$ cat src/sv/v3a_pkg.sv
// Shared types, constants and saturation helpers for the three-component vector unit.
package v3a_pkg;

    // Number format
    localparam int FRAC_BITS = 16;
    localparam int WORD_BITS = 32;
    localparam int EFF_BITS  = (WORD_BITS > 32) ? 32 : WORD_BITS;

    // Field and bus widths
    localparam int DW        = 32;
    localparam int S_TDATA_W = 7 * DW;
    localparam int M_TDATA_W = 4 * DW;
    localparam int MODE_W    = 3;
    localparam int STAT_W    = 2;

    // Wide accumulator for sums of products
    localparam int ACC_W = 2 * DW + 2;
    localparam int PROD_W = 2 * DW;

    // Square root pipeline
    localparam int SQ_IN_W   = 2 * DW;
    localparam int SQ_STEPS  = SQ_IN_W / 2;
    localparam int SQ_REM_W  = SQ_STEPS + 3;
    localparam int LEN_W     = SQ_STEPS + 1;

    // Divider pipeline
    localparam int DV_W   = LEN_W;
    localparam int DREM_W = DV_W + 1;
    localparam int NUM_W  = DW + FRAC_BITS;
    localparam int DVD_W  = NUM_W + 1;

    localparam logic signed [ACC_W-1:0] SAT_HI   = (ACC_W'(1) <<< (EFF_BITS - 1)) - ACC_W'(1);
    localparam logic signed [ACC_W-1:0] SAT_LO   = -SAT_HI - ACC_W'(1);
    localparam logic signed [ACC_W-1:0] RND_HALF = ACC_W'(1) <<< (FRAC_BITS - 1);

    typedef enum logic [MODE_W-1:0] {
        MODE_ADD    = 3'd0,
        MODE_SUB    = 3'd1,
        MODE_SCALE  = 3'd2,
        MODE_DIVIDE = 3'd3,
        MODE_LENGTH = 3'd4,
        MODE_NORM   = 3'd5,
        MODE_CROSS  = 3'd6,
        MODE_DOT    = 3'd7
    } mode_t;

    typedef enum logic [STAT_W-1:0] {
        ST_OK  = 2'd0,
        ST_SAT = 2'd1,
        ST_DZ  = 2'd2
    } status_t;

    typedef struct packed {
        logic [DW-1:0] val;
        logic          ov;
    } sat_t;

    // What one lane hands to the merge stage
    typedef struct packed {
        logic [DW-1:0]            vr;
        logic                     vov;
        logic signed [PROD_W-1:0] term;
        logic [DW-1:0]            a;
    } lane_t;

    // Per-item information carried alongside the long units
    typedef struct packed {
        mode_t                mode;
        logic [2:0][DW-1:0]   a;
        logic [DW-1:0]        s;
        logic [2:0][DW-1:0]   vr;
        logic [2:0]           vov;
        logic [DW-1:0]        sc;
        logic                 sc_ov;
        logic [LEN_W-1:0]     len;
    } side_t;

    // Clamp to the word range, flag overflow
    function automatic sat_t sat_acc(input logic signed [ACC_W-1:0] v);
        sat_t r;
        r.ov = 1'b0;
        if (v > SAT_HI) begin
            r.val = SAT_HI[DW-1:0];
            r.ov  = 1'b1;
        end else if (v < SAT_LO) begin
            r.val = SAT_LO[DW-1:0];
            r.ov  = 1'b1;
        end else begin
            r.val = v[DW-1:0];
        end
        return r;
    endfunction

    // Back to scale FRAC_BITS, nearest with ties upward
    function automatic logic signed [ACC_W-1:0] round_acc(input logic signed [ACC_W-1:0] v);
        return (v + RND_HALF) >>> FRAC_BITS;
    endfunction

endpackage

$ cat src/sv/v3a_merge.sv
// Merge stage: sums the lane terms for dot product and sum of squares.
module v3a_merge (
    input  logic                      aclk,
    input  logic                      aresetn,
    input  logic                      en,
    input  logic                      v_in,
    input  v3a_pkg::mode_t            mode,
    input  logic [v3a_pkg::DW-1:0]    s,
    input  v3a_pkg::lane_t            lane0,
    input  v3a_pkg::lane_t            lane1,
    input  v3a_pkg::lane_t            lane2,
    output logic                      v_out,
    output v3a_pkg::side_t            side_o,
    output logic [v3a_pkg::SQ_IN_W-1:0] sq_o
);
    import v3a_pkg::*;

    logic                    v1_reg, v2_reg;
    logic signed [ACC_W-1:0] sum_reg;
    side_t                   side1_reg, side2_reg;
    side_t                   side1_next, side2_next;
    logic [SQ_IN_W-1:0]      sq_reg;
    sat_t                    dot;

    always_ff @(posedge aclk) begin
        if (!aresetn) begin
            v1_reg <= 1'b0;
            v2_reg <= 1'b0;
        end else if (en) begin
            v1_reg <= v_in;
            v2_reg <= v1_reg;
        end
    end

    always_comb begin
        side1_next.mode  = mode;
        side1_next.a     = {lane2.a, lane1.a, lane0.a};
        side1_next.s     = s;
        side1_next.vr    = {lane2.vr, lane1.vr, lane0.vr};
        side1_next.vov   = {lane2.vov, lane1.vov, lane0.vov};
        side1_next.sc    = '0;
        side1_next.sc_ov = 1'b0;
        side1_next.len   = '0;
    end

    // First beat: three-term sum
    always_ff @(posedge aclk) begin
        if (en) begin
            sum_reg   <= ACC_W'($signed(lane0.term)) + ACC_W'($signed(lane1.term))
                       + ACC_W'($signed(lane2.term));
            side1_reg <= side1_next;
        end
    end

    assign dot = sat_acc(round_acc(sum_reg));

    always_comb begin
        side2_next       = side1_reg;
        side2_next.sc    = dot.val;
        side2_next.sc_ov = dot.ov;
    end

    // Second beat: rounded dot product, squares for the root
    always_ff @(posedge aclk) begin
        if (en) begin
            side2_reg <= side2_next;
            sq_reg    <= sum_reg[SQ_IN_W-1:0];
        end
    end

    assign v_out  = v2_reg;
    assign side_o = side2_reg;
    assign sq_o   = sq_reg;

endmodule

$ cat config.mk
export PLATFORM = sky130hd
export DESIGN_NAME = v3a_merge
export DESIGN_NICKNAME = d
export VERILOG_FILES = /design/src/sv/v3a_pkg.sv /design/src/sv/v3a_merge.sv
export SDC_FILE = /design/constraint.sdc
export NUM_CORES = 1
export LEC_CHECK = 0
export BUFFER_PORTS_ARGS = -buffer_cell sky130_fd_sc_hd__buf_2
export CAP_MARGIN = 25
export CORE_AREA = 5 5 301 303
export DETAILED_ROUTE_END_ITERATION = 10
export DIE_AREA = 0 0 306 308
export PLACE_DENSITY = 0.48
export RECOVER_POWER = 25
export SLEW_MARGIN = 30
export SYNTH_ARGS = -nofsm -noshare
export SYNTH_HDL_FRONTEND = slang
export SYNTH_SLANG_ARGS = --single-unit
export TNS_END_PERCENT = 30
$ cat constraint.sdc
create_clock -name aclk -period 9.6 [get_ports aclk]
set_input_delay 0.48 -clock aclk [delete_from_list [all_inputs] [get_ports aclk]]
set_output_delay 0.48 -clock aclk [all_outputs]
set_load 0.01 [all_outputs]
======== After elaboration in Yosys (flattened, before gate mapping) ========
Index checks and enable logic that the tools add are counted.
cells by class
  add/sub/neg operators ................... 3
  multipliers ............................. 0
  div/mod/pow operators ................... 0
  order comparisons ....................... 2
  eq/ne operators ......................... 0
  shift-type cells ........................ 0
  muxes and demuxes ....................... 2
  bitwise logic cells ..................... 0
  reductions and logical operators ........ 0
operators with widths
  cell                    number
  $add 65x64->66          1
  $add 66x17->66 const B  1
  $add 64x64->65          1
  $gt 50x32->1 const B    1
  $lt 50x32->1 const B    1
  $mux 32                 1
  $mux 1                  1
storage, ports and cells
  flip-flop bits (word level) ............. 625
  bits in latches ......................... 0
  memory bits (writable) .................. 0
  bits in read-only memories .............. 0
  bits of input ports ..................... 426
  output and inout bits ................... 361
  word-level logic and storage cells ...... 31
  memories ................................ 0

======== Depth between registers and ports, before layout ========
  depth after elaboration ................. 3
  gate-level depth with buffers ........... 14
  depth with buffers taken out ............ 14

======== Worst setup path after synthesis ========
OpenSTA, ideal clock, no wires.
  path kind ............................... in2reg
  start ................................... input port lane0[33] (netlist bit)
  end ..................................... register sum_reg[43], data pin
  library setup time ...................... 0.267 ns
  data arrival time ....................... 3.225 ns
  required time ........................... 9.333 ns
  setup slack ............................. 6.108 ns
  cell stages on the path ................. 12
  path buffers ............................ 0
  path through ............................ fa_1 > ha_1 > fa_1 > a21oi_1 > o211a_1 > o2bb2ai_1 > a211o_1 > a221o_1 > and2_1 > a31oi_1 > o21ai_0 > xor2_1
on the way
  word-level cells in the longest chain between the ends .. 2
RTL lines
  element               line             text
  start, declared       v3a_merge.sv:9   input v3a_pkg::lane_t lane0,
  $add 64x64->65        v3a_merge.sv:49  sum_reg <= ACC_W'($signed(lane0.term)) + ACC_W'($signed(lane1.term))
  $add 65x64->66        v3a_merge.sv:50  + ACC_W'($signed(lane2.term));
  end signal, assigned  v3a_merge.sv:49
  end, declared         v3a_merge.sv:19  logic signed [ACC_W-1:0] sum_reg;
Every way passes these cells.
A chain may end at the register's enable or synchronous reset.

======== Worst setup path after layout ========
  start ................................... register sum_reg[53]
  end ..................................... register side2_reg (netlist bit side_o[37]), data pin
on the way
  word-level cells in the longest chain between the ends .. 3
  elaborated cells between the ends (all ways) .. 4
  classes of those cells .................. add/sub: 1; order compare: 2; mux: 1
RTL lines
  element               line             text
  $add 66x17->66 *      v3a_pkg.sv:96    return (v + RND_HALF) >>> FRAC_BITS;
  $lt 50x32->1          v3a_pkg.sv:85    end else if (v < SAT_LO) begin
  $mux 32               v3a_pkg.sv:85
  end signal, assigned  v3a_merge.sv:66  side2_reg <= side2_next;
  end, declared         v3a_merge.sv:20  side_t side1_reg, side2_reg;
Every way passes the cells marked *; elsewhere a longest branch is shown, timed or not.

==> impl_metrics.py <==
metrics = {
    "clocking": {
        "tritoncts.num_buffers": 72,
        "cts_tree": "done",
        "cts_sinks": 625,
        "cts.clk_slew.worst_paths_ns": 0.06,
        "cts_root_buf": "clkbuf_16",
        "hold_buffers": 207,
        "htree_levels": 3,
        "clock_latency_ns": 0.61,
        "cts_resized": 0,
        "cts.path.max_buffers": 3,
        "postCtsSetupRepairBufs": 0,
    },
    "logic_synthesis": {
        "syn_area_um2": 25800,
        "yosys_warnings": 0,
        "yosysMostFrequentCell": "edfxtp_1",
        "ys_types": 72,
        "ys_seq_elements": 625,
        "synth_top_area_cell": "edfxtp_1",
        "synth-seq-area-share_pct": 72.6,
        "ys.flop_type": "edfxtp_1",
        "synth-async-reset-ratio_pct": 0,
        "synth_area_leaders": "edfxtp_1 72%, fa_1 5.0%, ha_1 3.1%",
        "syn_inst": 1542,
        "syn_avg_cell_area_um2": 16.7,
        "synth_top_area_share_pct": 72.4,
        "synth-edff-count": 623,
        "synth_common_cells": "623 x edfxtp_1, 80 x a21oi_1, 68 x nand2_1",
    },
    "sta": {
        "min_period_over_period_pct": 43.3,
        "setup_viol": 0,
        "slew_viol_final": 0,
        "rsz0062_at_grt": "false",
        "fmax_ghz": 0.240,
        "worst_pin_slew_ns": 0.996,
        "finalSetupTns_ns": 0,
        "skew_ns": 0.0312,
        "period_minus_slack_ns": 4.16,
        "final_hold_viol_count": 0,
        "whs_ns": 0.0537,
        "relSlewSlack_pct": 33.6,
    },
    "detailed_routing": {
        "avgViaCountPerCell": 4.52,
        "vias": 17100,
        "drc": 0,
        "drtAntennaViolNets": 0,
        "first_iter_violations": 1309,
        "routed_wl_um": 78600,
        "drt_first_pass_iters": 5,
        "wl_per_cell_um": 20.8,
    },
    "grt": {
        "grt_max_degree": 177,
        "grt_overflow": 0,
        "grt_pass1_vias": 17700,
        "antenna_found_initial": 11,
        "grt_usage_pct": 15.7,
        "grt_pass1_wl_um": 113000,
    },
    "setup_path": {
        "crit_type": "flip-flop to flip-flop",
        "cp_data_arrival_time_ns": 4.60,
        "crit_required_ns": 10.04,
        "reg2reg_from": "sum_reg[53]$_DFFE_PP_",
        "start_kind": "flip-flop",
        "cp-end-kind": "flip-flop",
        "crit_start": "sum_reg[53]$_DFFE_PP_",
        "path_max_fanout": 31,
    },
    "die": {
        "die_h_um": 308,
        "start_util_pct": 29.5,
        "coreArea_um2": 87700,
        "dieArea_um2": 94200,
        "num_rows": 109,
        "die_x_um": 306,
        "io_pins": 787,
    },
    "flow_run": {
        "max_cap_viol_count": 0,
    },
    "min_path": {
        "min_path_type": "input pin to flip-flop",
        "holdCritStartpoint": "lane1[118]",
    },
    "layout": {
        "area_growth_pct": 36.5,
        "largest_reg_flops": 263,
        "layout-drive-gt1-share_pct": 34.9,
        "nets": 3104,
        "nFillCells": 8275,
    },
    "placed_design": {
        "hpwl_um": 60500,
        "io_buffers": 753,
        "gpl.final_weighted_congestion": 0.853,
    },
    "outcome": {
        "status": "finished clean",
    },
    "power_and_ir_drop": {
        "vdd_drop_max_mv": 0.143,
        "p_leak_nw": 13.9,
        "powerDensity_nw_per_um2": 219,
    },
}
==> where the power goes <==
group          total [mW]  internal [mW]  switching (mW)  leakage, nW
clock                2.71           1.57            1.14         1.12
sequential           3.60           3.42           0.179         6.10
combinational        1.41          0.573           0.834         6.66
total                7.72           5.57            2.15         13.9
==> metal layers <==
metal	vias to the layer above	track usage, %	routed length, um
met5	-	0	72
met4	12	5.49	2340
met3	130	3.56	5480
met2	681	28.4	40600
met1	8375	18.5	30200
li1	7878	-	-
==> cell usage in the layout, fill, tap and decap left out, types with 10 or more instances in the layout <==
| master | instances |
|---|---|
| buf_2 | 743 |
| edfxtp_1 | 623 |
| dlygate4sd3_1 | 207 |
| a21oi_1 | 80 |
| clkbuf_16 | 72 |
| nand2_1 | 68 |
| fa_1 | 65 |
| ha_1 | 65 |
| nor2_1 | 54 |
| xor2_1 | 51 |
| xnor2_1 | 45 |
| nand3_1 | 42 |
| o21ai_0 | 37 |
| a21o_1 | 34 |
| conb_1 | 33 |
| nand4_1 | 30 |
| o21ai_2 | 30 |
| inv_1 | 29 |
| clkbuf_1 | 28 |
| nor3_1 | 20 |
| and3_1 | 17 |
| o21bai_1 | 16 |
| a31oi_1 | 13 |
| nor2b_1 | 11 |
| a211oi_1 | 10 |
==> logic make-up after synthesis <==
group                      after synthesis  share of synthesized area (%)
muxes                                    3                          0.116
adders and majority gates              130                           8.19
AOI/OAI and AO/OA                      286                           7.46
buffers and inverters                   98                           2.21
DFF                                    625                           72.6
and+or+nand+nor                        303                           6.16
xor gates and xnor gates                96                           3.26
other                                    1                         0.0145
==> stage by stage <==
step	power (mW)	cells	worst slack, ns	utilization [%]	instance area [um^2]
2_1_floorplan	4.37	1574	6.11	-	25900
3_3_place_gp	4.99	3432	5.29	35.1	30800
3_5_place_dp	5.00	3432	5.20	35.1	30800
4_1_cts	7.83	3767	5.52	40.2	35200
5_1_grt	8.09	3768	5.24	40.2	35200
6_report	7.72	3774	5.44	40.2	35300
==> worst max-delay path: stages (launching register included) <==
cell	delay [ns]
edfxtp_1	0.60
nand4_1	0.33
nor4_1	0.84
nand4_1	0.25
nor3_2	0.24
xnor2_1	0.17
nand2_1	0.07
or4b_1	0.53
o31a_2	0.36
buf_4	0.27
o21ai_2	0.24
==> final timing paths <==
kind | to | slack, ns | cells past startpoint
hold / removal | side1_reg[122]$_DFFE_PP_ | 0.05 | 1
setup / recovery | side_o[37]$_SDFFCE_PN1P_ | 5.44 | 10
setup reg to reg | side_o[37]$_SDFFCE_PN1P_ | 5.44 | 10
hold reg to reg | side_o[98]$_DFFE_PP_ | 0.40 | 0
==> area by class of cell <==
class	instances	area [um^2]	area share, %
inverter	29	109	0.309
antenna	7	17.5	0.0497
sequential	625	18700	53.2
tap	1165	1460	4.13
timing repair buffer	969	5930	16.8
clock buffer	91	1870	5.31
clock inverter	37	479	1.36
multi-input combinational	851	6640	18.8
(Power assumes the default switching activity.)
